File: config.mk
export PLATFORM = sky130hd
export DESIGN_NAME = csv_stream_tokenizer_top
export DESIGN_NICKNAME = d
export VERILOG_FILES = /design/src/hdl/csvt_pkg.sv /design/src/hdl/csv_stream_tokenizer_top.sv /design/src/hdl/csvt_ram.sv /design/src/hdl/csvt_ctrl.sv /design/src/hdl/csvt_dp.sv
export VERILOG_INCLUDE_DIRS = /design/src /design/src/hdl
export SDC_FILE = /design/constraint.sdc
export NUM_CORES = 1
export LEC_CHECK = 0
export ABC_AREA = 1
export BUFFER_PORTS_ARGS = -buffer_cell sky130_fd_sc_hd__buf_2
export CORE_UTILIZATION = 23
export DETAILED_ROUTE_END_ITERATION = 12
export PLACE_DENSITY = 0.38
export SLEW_MARGIN = 20
export SYNTH_ARGS = -nofsm -noshare
export SYNTH_HDL_FRONTEND = slang
export SYNTH_SLANG_ARGS = --single-unit
File: constraint.sdc
create_clock -name clk -period 4.9 [get_ports clk]
set_input_delay 0.49 -clock clk [delete_from_list [all_inputs] [get_ports clk]]
set_output_delay 0.49 -clock clk [all_outputs]
set_load 0.02 [all_outputs]
File: src/hdl/assert_macros.svh
// Assertion helpers shared by the RTL files.
// The SYNTH build gets empty bodies.
`ifndef ASSERT_MACROS_SVH
`define ASSERT_MACROS_SVH

`ifndef SYNTH

// Check a property on every rising edge outside reset.
`define ASSERT_PROP(lbl, clk, rst_n, prop, msg) \
  lbl: assert property (@(posedge clk) disable iff (!rst_n) prop) else $error(msg);

// Check that an expression is never true outside reset.
`define ASSERT_NEVER(lbl, clk, rst_n, expr, msg) \
  lbl: assert property (@(posedge clk) disable iff (!rst_n) !(expr)) else $error(msg);

`else

`define ASSERT_PROP(lbl, clk, rst_n, prop, msg)
`define ASSERT_NEVER(lbl, clk, rst_n, expr, msg)

`endif

`endif

File: src/hdl/csvt_pkg.sv
package csvt_pkg;

  localparam int DEF_BLANK_BUFFER_DEPTH = 32;
  localparam int DEF_COLUMN_LIMIT       = 1024;

  localparam int BYTE_W  = 8;
  localparam int CNT_W   = 6;
  localparam int FIELD_W = 10;

  localparam logic [7:0] CH_COMMA = 8'h2C;
  localparam logic [7:0] CH_QUOTE = 8'h22;
  localparam logic [7:0] CH_SPACE = 8'h20;
  localparam logic [7:0] CH_TAB   = 8'h09;
  localparam logic [7:0] CH_CR    = 8'h0D;
  localparam logic [7:0] CH_LF    = 8'h0A;

  // Configuration register indexes
  localparam logic [1:0] REG_SEPARATOR = 2'd0;
  localparam logic [1:0] REG_QUOTE     = 2'd1;

  // Result kinds
  localparam logic [1:0] KIND_BYTE      = 2'd0;
  localparam logic [1:0] KIND_END_FIELD = 2'd1;
  localparam logic [1:0] KIND_END_REC   = 2'd2;
  localparam logic [1:0] KIND_ERROR     = 2'd3;

  // Error codes
  localparam logic [2:0] ERR_NONE       = 3'd0;
  localparam logic [2:0] ERR_OPEN_QUOTE = 3'd1;
  localparam logic [2:0] ERR_AFTER_QUOTE = 3'd2;
  localparam logic [2:0] ERR_BAD_CONFIG = 3'd3;
  localparam logic [2:0] ERR_OVERFLOW   = 3'd4;

  typedef struct packed {
    logic [1:0]         kind;
    logic [BYTE_W-1:0]  data;
    logic [2:0]         code;
    logic [FIELD_W-1:0] field;
  } tok_t;

  // Source of the next result loaded into the output register
  typedef enum logic [1:0] {
    SEL_NOW0,
    SEL_BLANK,
    SEL_TAIL0,
    SEL_TAIL1
  } sel_t;

  typedef struct packed {
    logic accept;
    logic load;
    sel_t sel;
    logic last;
    logic blank_adv;
  } cmd_t;

  typedef struct packed {
    logic       plan_flush;
    logic [1:0] plan_ntail;
    logic [1:0] tail_n;
    logic       blank_pending;
    logic       blank_last;
  } stat_t;

  function automatic tok_t make_tok(input logic [1:0] kind, input logic [BYTE_W-1:0] data,
                                    input logic [2:0] code, input logic [FIELD_W-1:0] field);
    tok_t t;
    t.kind  = kind;
    t.data  = data;
    t.code  = code;
    t.field = field;
    return t;
  endfunction

endpackage

File: src/hdl/csv_stream_tokenizer_top.sv
// Without held blanks to flush, the first result of a byte is shown in the output register the cycle after
// the byte transfers; held blanks flushed ahead of a byte are read from the blank buffer and shown first,
// each once the output register is free, and the byte's own results follow. A new byte is taken only once
// every result of the last one has been loaded and the output register is free.
// Reset (rst_n, synchronous, active low) clears parse state and the error latch and
// loads comma and double quote into the config registers; the blank buffer is not cleared.
module csv_stream_tokenizer_top #(
  parameter int BLANK_BUFFER_DEPTH = csvt_pkg::DEF_BLANK_BUFFER_DEPTH,
  parameter int COLUMN_LIMIT       = csvt_pkg::DEF_COLUMN_LIMIT
) (
  input  logic                         clk,
  input  logic                         rst_n,
  input  logic                         cfg_write_en,
  input  logic [1:0]                   cfg_index,
  input  logic [csvt_pkg::BYTE_W-1:0]  cfg_data,
  input  logic                         in_valid,
  output logic                         in_ready,
  input  logic [csvt_pkg::BYTE_W-1:0]  in_text_byte,
  input  logic                         in_end_of_text,
  output logic                         out_valid,
  input  logic                         out_ready,
  output logic [1:0]                   out_kind,
  output logic [csvt_pkg::BYTE_W-1:0]  out_out_byte,
  output logic [2:0]                   out_error_code,
  output logic [csvt_pkg::FIELD_W-1:0] out_field_index,
  output logic                         out_last_in_run
);

  import csvt_pkg::*;

  cmd_t  cmd;
  stat_t stat;

  csvt_ctrl u_ctrl (
    .clk      (clk),
    .rst_n    (rst_n),
    .in_valid (in_valid),
    .in_ready (in_ready),
    .out_valid(out_valid),
    .out_ready(out_ready),
    .stat     (stat),
    .cmd      (cmd)
  );

  csvt_dp #(
    .BLANK_BUFFER_DEPTH(BLANK_BUFFER_DEPTH),
    .COLUMN_LIMIT      (COLUMN_LIMIT)
  ) u_dp (
    .clk            (clk),
    .rst_n          (rst_n),
    .cfg_write_en   (cfg_write_en),
    .cfg_index      (cfg_index),
    .cfg_data       (cfg_data),
    .in_text_byte   (in_text_byte),
    .in_end_of_text (in_end_of_text),
    .cmd            (cmd),
    .stat           (stat),
    .out_kind       (out_kind),
    .out_out_byte   (out_out_byte),
    .out_error_code (out_error_code),
    .out_field_index(out_field_index),
    .out_last_in_run(out_last_in_run)
  );

endmodule

File: src/hdl/csvt_ram.sv
module csvt_ram #(
  parameter int WIDTH = 1,
  parameter int DEPTH = 32
) (
  input  logic                                   clk,
  input  logic                                   we,
  input  logic [((DEPTH > 1) ? $clog2(DEPTH) : 1)-1:0] waddr,
  input  logic [WIDTH-1:0]                       wdata,
  input  logic                                   re,
  input  logic [((DEPTH > 1) ? $clog2(DEPTH) : 1)-1:0] raddr,
  output logic [WIDTH-1:0]                       rdata
);

  logic [WIDTH-1:0] mem [DEPTH];
  logic [WIDTH-1:0] rdata_r;

  always_ff @(posedge clk) begin
    if (we) begin
      mem[waddr] <= wdata;
    end
    if (re) begin
      rdata_r <= mem[raddr];
    end
  end

  assign rdata = rdata_r;

endmodule

File: src/hdl/csvt_ctrl.sv
`include "assert_macros.svh"

module csvt_ctrl (
  input  logic            clk,
  input  logic            rst_n,
  input  logic            in_valid,
  output logic            in_ready,
  output logic            out_valid,
  input  logic            out_ready,
  input  csvt_pkg::stat_t stat,
  output csvt_pkg::cmd_t  cmd
);

  import csvt_pkg::*;

  typedef enum logic [1:0] {
    S_IDLE,
    S_BLANK,
    S_TAIL0,
    S_TAIL1
  } state_t;

  state_t state_r, state_nxt;
  logic   out_valid_r, out_valid_nxt;
  logic   out_free;

  assign out_free = !out_valid_r || out_ready;

  always_comb begin
    state_nxt     = state_r;
    in_ready      = 1'b0;
    cmd.accept    = 1'b0;
    cmd.load      = 1'b0;
    cmd.sel       = SEL_NOW0;
    cmd.last      = 1'b0;
    cmd.blank_adv = 1'b0;
    case (state_r)
      S_IDLE: begin
        in_ready = out_free;
        if (in_valid && out_free) begin
          cmd.accept = 1'b1;
          if (stat.plan_flush) begin
            state_nxt = S_BLANK;
          end else if (stat.plan_ntail != 2'd0) begin
            // first result goes straight to the output register
            cmd.load = 1'b1;
            cmd.sel  = SEL_NOW0;
            cmd.last = (stat.plan_ntail == 2'd1);
            if (stat.plan_ntail == 2'd2) begin
              state_nxt = S_TAIL1;
            end
          end
        end
      end
      S_BLANK: begin
        if (out_free) begin
          cmd.load = 1'b1;
          cmd.sel  = SEL_BLANK;
          if (!stat.blank_last) begin
            cmd.blank_adv = 1'b1;
          end else begin
            cmd.last  = (stat.tail_n == 2'd0);
            state_nxt = (stat.tail_n == 2'd0) ? S_IDLE : S_TAIL0;
          end
        end
      end
      S_TAIL0: begin
        if (out_free) begin
          cmd.load  = 1'b1;
          cmd.sel   = SEL_TAIL0;
          cmd.last  = (stat.tail_n == 2'd1);
          state_nxt = (stat.tail_n == 2'd2) ? S_TAIL1 : S_IDLE;
        end
      end
      S_TAIL1: begin
        if (out_free) begin
          cmd.load  = 1'b1;
          cmd.sel   = SEL_TAIL1;
          cmd.last  = 1'b1;
          state_nxt = S_IDLE;
        end
      end
      default: begin
        state_nxt = S_IDLE;
      end
    endcase
  end

  always_comb begin
    if (cmd.load) begin
      out_valid_nxt = 1'b1;
    end else if (out_ready) begin
      out_valid_nxt = 1'b0;
    end else begin
      out_valid_nxt = out_valid_r;
    end
  end

  always_ff @(posedge clk) begin
    if (!rst_n) begin
      state_r     <= S_IDLE;
      out_valid_r <= 1'b0;
    end else begin
      state_r     <= state_nxt;
      out_valid_r <= out_valid_nxt;
    end
  end

  assign out_valid = out_valid_r;

  `ASSERT_PROP(a_flush_enters_blank, clk, rst_n, (cmd.accept && stat.plan_flush) |=> (state_r == S_BLANK), "flush plan did not start the blank sweep")
  `ASSERT_PROP(a_blank_has_work, clk, rst_n, (state_r == S_BLANK) |-> stat.blank_pending, "blank sweep with an empty buffer")
  `ASSERT_PROP(a_pair_shows_first, clk, rst_n, (cmd.accept && !stat.plan_flush && stat.plan_ntail == 2'd2) |=> (out_valid_r && state_r == S_TAIL1), "first of two results not shown")

endmodule

File: src/hdl/csvt_dp.sv
`include "assert_macros.svh"

module csvt_dp #(
  parameter int BLANK_BUFFER_DEPTH = csvt_pkg::DEF_BLANK_BUFFER_DEPTH,
  parameter int COLUMN_LIMIT       = csvt_pkg::DEF_COLUMN_LIMIT
) (
  input  logic                          clk,
  input  logic                          rst_n,
  input  logic                          cfg_write_en,
  input  logic [1:0]                    cfg_index,
  input  logic [csvt_pkg::BYTE_W-1:0]   cfg_data,
  input  logic [csvt_pkg::BYTE_W-1:0]   in_text_byte,
  input  logic                          in_end_of_text,
  input  csvt_pkg::cmd_t                cmd,
  output csvt_pkg::stat_t               stat,
  output logic [1:0]                    out_kind,
  output logic [csvt_pkg::BYTE_W-1:0]   out_out_byte,
  output logic [2:0]                    out_error_code,
  output logic [csvt_pkg::FIELD_W-1:0]  out_field_index,
  output logic                          out_last_in_run
);

  import csvt_pkg::*;

  localparam int AW = (BLANK_BUFFER_DEPTH > 1) ? $clog2(BLANK_BUFFER_DEPTH) : 1;
  localparam int CW = $clog2(COLUMN_LIMIT);

  typedef enum logic [2:0] {
    M_START,
    M_UNQ,
    M_QUO,
    M_QUOQ,
    M_AFTER
  } mode_t;

  typedef enum logic [1:0] {
    BRK_NONE,
    BRK_CR,
    BRK_LF
  } brk_t;

  logic [BYTE_W-1:0] sep_r, quote_r;
  mode_t             mode_r, mode_nxt;
  brk_t              brk_r, brk_nxt;
  logic [CNT_W-1:0]  cnt_r, cnt_nxt;
  logic [CW-1:0]     col_r, col_nxt;
  logic              err_r, err_nxt;

  // per-byte plan, applied on transfer
  tok_t              plan_tok [2];
  logic [1:0]        plan_ntail;
  logic [CNT_W-1:0]  plan_nblank;
  logic              wr_en, wr_tab;

  tok_t              tail_r [2];
  logic [1:0]        ntail_r;
  logic [CNT_W-1:0]  nblank_r, idx_r;
  logic [CNT_W-1:0]  idx_inc;

  logic              ram_re, ram_rdata;
  logic [AW-1:0]     ram_raddr;

  logic [1:0]         kind_r;
  logic [BYTE_W-1:0]  byte_r;
  logic [2:0]         code_r;
  logic [FIELD_W-1:0] field_r;
  logic               last_r;
  tok_t               sel_tok;

  always_comb begin
    logic [BYTE_W-1:0] c;
    logic              eot, is_blank, is_break, is_sep, is_quote;
    logic              f_err, f_byte, f_sep, f_end, f_aq, skip;
    logic [2:0]        ecode;
    logic [CW-1:0]     col_cur;
    logic [1:0]        ntl;

    c        = in_text_byte;
    eot      = in_end_of_text;
    is_blank = (c == CH_SPACE) || (c == CH_TAB);
    is_break = (c == CH_CR) || (c == CH_LF);
    is_sep   = (c == sep_r);
    is_quote = (c == quote_r);

    mode_nxt = mode_r;
    brk_nxt  = brk_r;
    cnt_nxt  = cnt_r;
    col_nxt  = col_r;
    err_nxt  = err_r;
    f_err    = 1'b0;
    f_byte   = 1'b0;
    f_sep    = 1'b0;
    f_end    = 1'b0;
    f_aq     = 1'b0;
    skip     = 1'b0;
    ecode    = ERR_NONE;
    wr_en    = 1'b0;
    wr_tab   = (c == CH_TAB);
    plan_nblank = '0;
    plan_ntail  = 2'd0;
    plan_tok[0] = make_tok(KIND_BYTE, 8'h00, ERR_NONE, '0);
    plan_tok[1] = make_tok(KIND_BYTE, 8'h00, ERR_NONE, '0);
    ntl         = 2'd0;
    col_cur     = col_r;

    if (!err_r) begin
      if (sep_r == 8'h00 || quote_r == 8'h00 || sep_r == quote_r) begin
        f_err = 1'b1;
        ecode = ERR_BAD_CONFIG;
      end else begin
        // drop the second half of a CR LF or LF CR pair
        if (brk_r != BRK_NONE) begin
          brk_nxt = BRK_NONE;
          if (mode_r == M_START &&
              ((brk_r == BRK_CR && c == CH_LF) || (brk_r == BRK_LF && c == CH_CR))) begin
            skip = 1'b1;
          end
        end
        if (!skip) begin
          case (mode_r)
            M_START: begin
              if (is_blank) begin
                f_end = eot;
              end else if (is_break) begin
                f_end   = 1'b1;
                brk_nxt = (c == CH_CR) ? BRK_CR : BRK_LF;
              end else if (is_quote) begin
                if (eot) begin
                  f_err = 1'b1;
                  ecode = ERR_OPEN_QUOTE;
                end else begin
                  mode_nxt = M_QUO;
                end
              end else if (is_sep) begin
                f_sep = 1'b1;
                f_end = eot;
              end else begin
                f_byte   = 1'b1;
                mode_nxt = M_UNQ;
                f_end    = eot;
              end
            end
            M_UNQ: begin
              if (is_sep) begin
                cnt_nxt  = '0;
                f_sep    = 1'b1;
                f_end    = eot;
                mode_nxt = M_START;
              end else if (is_break) begin
                cnt_nxt  = '0;
                f_end    = 1'b1;
                brk_nxt  = (c == CH_CR) ? BRK_CR : BRK_LF;
                mode_nxt = M_START;
              end else if (is_blank) begin
                if (cnt_r >= CNT_W'(BLANK_BUFFER_DEPTH)) begin
                  f_err = 1'b1;
                  ecode = ERR_OVERFLOW;
                end else begin
                  wr_en   = 1'b1;
                  cnt_nxt = cnt_r + CNT_W'(1);
                  f_end   = eot;
                end
              end else begin
                plan_nblank = cnt_r;
                cnt_nxt     = '0;
                f_byte      = 1'b1;
                f_end       = eot;
              end
            end
            M_QUO: begin
              if (is_quote) begin
                mode_nxt = M_QUOQ;
                f_end    = eot;
              end else if (eot) begin
                f_err = 1'b1;
                ecode = ERR_OPEN_QUOTE;
              end else begin
                f_byte = 1'b1;
              end
            end
            M_QUOQ: begin
              if (is_quote) begin
                if (eot) begin
                  f_err = 1'b1;
                  ecode = ERR_OPEN_QUOTE;
                end else begin
                  mode_nxt = M_QUO;
                  f_byte   = 1'b1;
                end
              end else begin
                f_aq = 1'b1;
              end
            end
            default: begin
              f_aq = 1'b1;
            end
          endcase
          if (f_aq) begin
            mode_nxt = M_AFTER;
            if (is_blank) begin
              f_end = eot;
            end else if (is_sep) begin
              f_sep    = 1'b1;
              f_end    = eot;
              mode_nxt = M_START;
            end else if (is_break) begin
              f_end    = 1'b1;
              brk_nxt  = (c == CH_CR) ? BRK_CR : BRK_LF;
              mode_nxt = M_START;
            end else begin
              f_err = 1'b1;
              ecode = ERR_AFTER_QUOTE;
            end
          end
        end
      end
    end

    // build the results in emission order
    if (f_err) begin
      plan_tok[ntl[0]] = make_tok(KIND_ERROR, 8'h00, ecode, FIELD_W'(col_cur));
      ntl     = ntl + 2'd1;
      err_nxt = 1'b1;
    end
    if (f_byte) begin
      plan_tok[ntl[0]] = make_tok(KIND_BYTE, c, ERR_NONE, FIELD_W'(col_cur));
      ntl = ntl + 2'd1;
    end
    if (f_sep) begin
      plan_tok[ntl[0]] = make_tok(KIND_END_FIELD, 8'h00, ERR_NONE, FIELD_W'(col_cur));
      ntl = ntl + 2'd1;
      if (col_cur != CW'(COLUMN_LIMIT - 1)) begin
        col_cur = col_cur + CW'(1);
      end
      col_nxt = col_cur;
    end
    if (f_end) begin
      plan_tok[ntl[0]] = make_tok(KIND_END_REC, 8'h00, ERR_NONE, FIELD_W'(col_cur));
      ntl     = ntl + 2'd1;
      col_nxt = '0;
    end
    plan_ntail = ntl;

    // end of text returns the parser to its reset state
    if (eot) begin
      mode_nxt = M_START;
      brk_nxt  = BRK_NONE;
      cnt_nxt  = '0;
      col_nxt  = '0;
      err_nxt  = 1'b0;
    end
  end

  always_ff @(posedge clk) begin
    if (!rst_n) begin
      sep_r   <= CH_COMMA;
      quote_r <= CH_QUOTE;
      mode_r  <= M_START;
      brk_r   <= BRK_NONE;
      cnt_r   <= '0;
      col_r   <= '0;
      err_r   <= 1'b0;
    end else begin
      if (cfg_write_en && cfg_index == REG_SEPARATOR) begin
        sep_r <= cfg_data;
      end
      if (cfg_write_en && cfg_index == REG_QUOTE) begin
        quote_r <= cfg_data;
      end
      if (cmd.accept) begin
        mode_r <= mode_nxt;
        brk_r  <= brk_nxt;
        cnt_r  <= cnt_nxt;
        col_r  <= col_nxt;
        err_r  <= err_nxt;
      end
    end
  end

  // plan storage for the multi-cycle results
  assign idx_inc = idx_r + CNT_W'(1);

  always_ff @(posedge clk) begin
    if (!rst_n) begin
      ntail_r  <= 2'd0;
      nblank_r <= '0;
      idx_r    <= '0;
    end else if (cmd.accept) begin
      ntail_r  <= plan_ntail;
      nblank_r <= plan_nblank;
      idx_r    <= '0;
    end else if (cmd.blank_adv) begin
      idx_r <= idx_inc;
    end
  end

  always_ff @(posedge clk) begin
    if (cmd.accept) begin
      tail_r[0] <= plan_tok[0];
      tail_r[1] <= plan_tok[1];
    end
  end

  assign ram_re    = cmd.accept || cmd.blank_adv;
  assign ram_raddr = cmd.accept ? '0 : idx_inc[AW-1:0];

  csvt_ram #(
    .WIDTH(1),
    .DEPTH(BLANK_BUFFER_DEPTH)
  ) u_blank_ram (
    .clk  (clk),
    .we   (cmd.accept && wr_en),
    .waddr(cnt_r[AW-1:0]),
    .wdata(wr_tab),
    .re   (ram_re),
    .raddr(ram_raddr),
    .rdata(ram_rdata)
  );

  assign stat.plan_flush    = (plan_nblank != '0);
  assign stat.plan_ntail    = plan_ntail;
  assign stat.tail_n        = ntail_r;
  assign stat.blank_pending = (nblank_r != '0);
  assign stat.blank_last    = (idx_r == nblank_r - CNT_W'(1));

  always_comb begin
    case (cmd.sel)
      SEL_NOW0:  sel_tok = plan_tok[0];
      SEL_BLANK: sel_tok = make_tok(KIND_BYTE, ram_rdata ? CH_TAB : CH_SPACE, ERR_NONE,
                                    tail_r[0].field);
      SEL_TAIL0: sel_tok = tail_r[0];
      SEL_TAIL1: sel_tok = tail_r[1];
      default:   sel_tok = tail_r[0];
    endcase
  end

  always_ff @(posedge clk) begin
    if (cmd.load) begin
      kind_r  <= sel_tok.kind;
      byte_r  <= sel_tok.data;
      code_r  <= sel_tok.code;
      field_r <= sel_tok.field;
      last_r  <= cmd.last;
    end
  end

  assign out_kind        = kind_r;
  assign out_out_byte    = byte_r;
  assign out_error_code  = code_r;
  assign out_field_index = field_r;
  assign out_last_in_run = last_r;

  `ASSERT_PROP(a_blank_count_bound, clk, rst_n, cnt_r <= CNT_W'(BLANK_BUFFER_DEPTH), "blank count beyond buffer depth")
  `ASSERT_PROP(a_column_bound, clk, rst_n, col_r <= CW'(COLUMN_LIMIT - 1), "column position beyond limit")
  `ASSERT_PROP(a_sweep_index_bound, clk, rst_n, (nblank_r == '0) || (idx_r < nblank_r), "blank sweep index past held count")

endmodule
==> summary.md <==
Across every metal layer, demand over resource in global routing totals 12.7%. The tools report the initial antenna violation count as 0. STA classifies the critical path startpoint as a flop. For the total of warnings raised by yosys, the log shows 0. The share of the cycle needed by the critical path after routing is 77.3%, and the number of H-tree levels is 4. Global routing consumed, on the met2 layer, 19.3% of the routing resources.

Top-level port count: 50. For the worst clock skew on the final layout, the log shows 9.69 ps. The weighted congestion at the end of routability-driven global placement is 0.868.

The number of input and output port buffers inserted was 49. The internal portion of the total power is 2.92 mW. The first detailed-routing pass took 5 iterations.

For this run, design rule violations remaining after detail routing come to 0. From synthesis to final layout, the design area changed by 16.7%. The number of instances in the synthesized netlist was 961. The largest net degree at the start of global routing was 49. The die covers 36100 um2.

The finished layout holds 1491 standard cells, fillers aside. The tools report the worst path arrival time as 3880 ps. The via count of the first global-routing pass was 6422; the total standard cell area after synthesis was 8140 um2. The leading register cell type out of synthesis is sky130_fd_sc_hd__edfxtp_1. The share of the Yosys chip area taken by registers is 50.4%. After synthesis the netlist holds a flip-flop and latch count of 155. The core region is 34700 um2. Global routing consumed, on the met1 layer, 18.2% of the routing resources.

Number of hold-slack violations in the final timing report: 0. In the routed layout, each cell is associated on average with a via count of 4.38. For this design the static power due to leakage is 3.78 nW. Counting tap cells, the placed design contains a total of 1459 instances. The worst setup timing slack at the placement stage was 860 ps.

For the worst setup path, the data required time is 4990 ps. The class of the worst hold path was input port to flop. The final design instance area without fill was 9500 um2. The power density over the cells was 515 nW/um2; the count of buffers added by post-CTS timing repair for setup was 0.

The maximum net fanout on the critical path was 24; the final critical-path required period was 3790 ps. Across the run, the number of max-cap violations was 0. The detailed placement HPWL was 15.7 mm.

The fraction of registers with async set or reset after synthesis came out at 0%. Counting the fill cells in the layout gives 3735. Hold is met by 277 ps. Hold repair after CTS inserted 0 buffers.

The cell area after placement was 8930 um2. In this run, post-CTS repair resized a total of 0 instances. Per report_power, the sequential group accounts for 38.4% of the total. The global routing stage identified its most utilized layer as met2. In this run the tightest slew margin relative to its limit is 37.4%. The run finished with clean final reports.

The net count reported at finish is 1059, and the net switching power figure is 1.96 mW. Yosys mapped a number of flops with a built-in enable equal to 100. The tools report the count of pins over their slew limit as 0. The final routed wire length divided by cell count is 14.8 um, and the initial cell density of the core is 23.4%. For the pin with the worst max-slew slack, the measured transition is 938 ps.

The number of CTS-inserted buffers is 17. In this run, the clock network consumes 26.8% of the power. The detail route stage leaves a number of antenna-violating nets equal to 0. Setup violations remaining at the end of the flow were counted as 0. The floorplan step set the die height to 190 um.

The maximum resistive drop on vdd came out at 255 uV. The cell sitting at the root of the clock tree is a sky130_fd_sc_hd__clkbuf_16. Counting every sink on the clock net gives 155. The critical path is of the flop to flop type.

In this run, the number of DRC markers left after iteration 0 of detailed routing was 410. Setup repair after global routing left no endpoint under its margin. The maximum clock rate is 264 MHz, and the placement row count is 68. TritonCTS built the clock tree. In this run the mean area of a mapped cell was 8.47 um2. The first global-routing pass estimated 35.4 mm of wire. The post-route netlist has 14.7% of its cells at a drive strength greater than 1. Global routing consumed, on the met3 layer, 2.18% of the routing resources. In the final layout, the multi-input gates occupy 3550 um2. The post-synthesis cell type count is 52. The switching fraction of total power is 40.2%. The post-layout worst setup margin was 1110 ps. The area taken by flip-flops and latches was 4100 um2; the final routed wirelength across all metal layers was 22.1 mm. The via count is 6534. The width of the die works out to 190 um. The logs give 430 ps for the clock insertion delay at the later pin of the skew report and 1110 ps for the flop-to-flop setup slack. The part of the power in combinational logic was 34.8%; the clock-pin slew reported for the worst setup and hold paths after clock tree synthesis was 70 ps. The final total negative setup slack was 0 ps; the number of antenna repair diodes was 0. Residual overflow from global routing: 0. No sink is reached through more buffers than the 2 on the longest clock path. STA classifies the critical path endpoint as a flop.
[routing by layer]
metal / part of all wire, % / up-vias
li1: - / 3347
met1: 52 / 3056
met2: 44 / 113
met3: 3.2 / 18
met4: 1.1 / 0
met5: 0 / -
[layout by cell type (no fill, tap or decap), types with 13 or more instances in the layout]
| cell type | count |
|---|---|
| sky130_fd_sc_hd__xor2_1 | 13 |
| sky130_fd_sc_hd__xnor2_1 | 16 |
| sky130_fd_sc_hd__inv_1 | 92 |
| sky130_fd_sc_hd__buf_2 | 49 |
| sky130_fd_sc_hd__o21ai_0 | 41 |
| sky130_fd_sc_hd__inv_2 | 15 |
| sky130_fd_sc_hd__nor2_1 | 137 |
| sky130_fd_sc_hd__clkbuf_16 | 17 |
| sky130_fd_sc_hd__o22ai_1 | 27 |
| sky130_fd_sc_hd__a21oi_1 | 32 |
| sky130_fd_sc_hd__nand3_1 | 66 |
| sky130_fd_sc_hd__dfxtp_1 | 55 |
| sky130_fd_sc_hd__nand2_1 | 222 |
| sky130_fd_sc_hd__edfxtp_1 | 100 |
[worst max-delay path, cell delays in order, from the launching register on]
cell,delay (ps)
sky130_fd_sc_hd__dfxtp_1,420
sky130_fd_sc_hd__xnor2_1,150
sky130_fd_sc_hd__nand2_1,70
sky130_fd_sc_hd__nor2_1,210
sky130_fd_sc_hd__nand2_4,130
sky130_fd_sc_hd__a21oi_1,220
sky130_fd_sc_hd__o21ai_1,80
sky130_fd_sc_hd__inv_1,70
sky130_fd_sc_hd__nand3_1,100
sky130_fd_sc_hd__nand2_2,160
sky130_fd_sc_hd__inv_2,150
sky130_fd_sc_hd__ha_1,310
sky130_fd_sc_hd__inv_1,80
sky130_fd_sc_hd__ha_1,390
sky130_fd_sc_hd__nand3_1,150
sky130_fd_sc_hd__nand2_1,110
sky130_fd_sc_hd__nand2_1,70
sky130_fd_sc_hd__nand2_1,60
sky130_fd_sc_hd__nand2_1,60
sky130_fd_sc_hd__nand2_1,70
sky130_fd_sc_hd__buf_4,360
[cell usage after synthesis (5+ instances only)]
cell type	instances	area, um2
sky130_fd_sc_hd__a21oi_1	32	160
sky130_fd_sc_hd__xor2_1	13	114
sky130_fd_sc_hd__a22oi_1	11	82.6
sky130_fd_sc_hd__nand3_1	66	330
sky130_fd_sc_hd__nand2_4	6	67.6
sky130_fd_sc_hd__ha_1	12	150
sky130_fd_sc_hd__clkbuf_1	12	45.0
sky130_fd_sc_hd__o21ai_0	42	210
sky130_fd_sc_hd__dfxtp_1	55	1100
sky130_fd_sc_hd__edfxtp_1	100	3000
sky130_fd_sc_hd__inv_2	14	52.6
sky130_fd_sc_hd__nand4_1	6	37.5
sky130_fd_sc_hd__nor3_1	11	55.1
sky130_fd_sc_hd__o211ai_1	6	45.0
sky130_fd_sc_hd__nor2_1	137	514
sky130_fd_sc_hd__o22ai_1	27	169
sky130_fd_sc_hd__o21ai_2	10	87.6
sky130_fd_sc_hd__xnor2_1	16	140
sky130_fd_sc_hd__nand2_2	10	62.6
sky130_fd_sc_hd__inv_1	93	349
sky130_fd_sc_hd__nor2_2	5	31.3
sky130_fd_sc_hd__nor3_2	9	90.1
sky130_fd_sc_hd__buf_2	5	25.0
sky130_fd_sc_hd__nand2_1	222	833
[through the flow]
step	utilization (%)	power, mW
2_1_floorplan	-	3.09
5_1_grt	27.4	5.22
3_3_place_gp	25.7	3.66
6_report	27.4	4.89
4_1_cts	27.3	4.97
3_5_place_dp	25.7	3.64
[sequential cells by signal, summed over array words and instances (netlist names), 3 cells and up]
| name | count |
|---|---|
| u_dp.quote_r | 8 |
| u_dp.idx_r | 6 |
| u_dp.cnt_r | 6 |
| u_dp.u_blank_ram.mem | 32 |
| u_dp.out_field_index | 10 |
| u_dp.out_error_code | 3 |
| u_dp.sep_r | 8 |
| u_dp.tail_r | 43 |
| u_dp.out_out_byte | 8 |
| u_dp.nblank_r | 6 |
| u_dp.mode_r | 3 |
| u_dp.col_r | 10 |
[final cells by class]
type | instances | share of cell area, %
Timing Repair Buffer | 55 | 3.06
Sequential cell | 155 | 43.2
Tap cell | 455 | 6.00
Clock buffer | 19 | 4.56
Clock inverter | 13 | 1.38
Multi-Input combinational cell | 685 | 37.4
Inverter | 109 | 4.36
[cells by family (layout without fill, tap and decap cells)]
kind of cell	count (synthesis)	after routing	synth area share (%)
simple gates	483	483	26.2
flops	155	155	50.4
compound gates	151	151	11.7
buf+inv	128	196	6.27
xor+xnor	31	31	3.52
fa+ha+maj	12	12	1.84
other cells	1	8	0.0461
[path summary, 6_finish.rpt]
check                                             startpoint                             end  depth (start not counted)
worst max-delay path            u_dp.quote_r[6]$_SDFFE_PN0P_  u_dp.out_out_byte[0]$_DFFE_PP_                         20
worst min register to register    u_dp.brk_r[1]$_SDFFE_PN0P_      u_dp.brk_r[1]$_SDFFE_PN0P_                          2
worst min-delay path                             cfg_data[2]      u_dp.sep_r[2]$_SDFFE_PN1P_                          3
worst max register to register  u_dp.quote_r[6]$_SDFFE_PN0P_  u_dp.out_out_byte[0]$_DFFE_PP_                         20
[power by group through the flow]
stage | Clock (mW) | Sequential (mW) | Combinational [mW]
floorplan | 0 | 2.02 | 1.07
global placement | 0 | 1.91 | 1.75
detailed placement | 0 | 1.91 | 1.73
CTS | 1.35 | 1.88 | 1.74
global route | 1.40 | 1.91 | 1.92
finish | 1.31 | 1.87 | 1.70
Power figures use the tool's default switching activity.
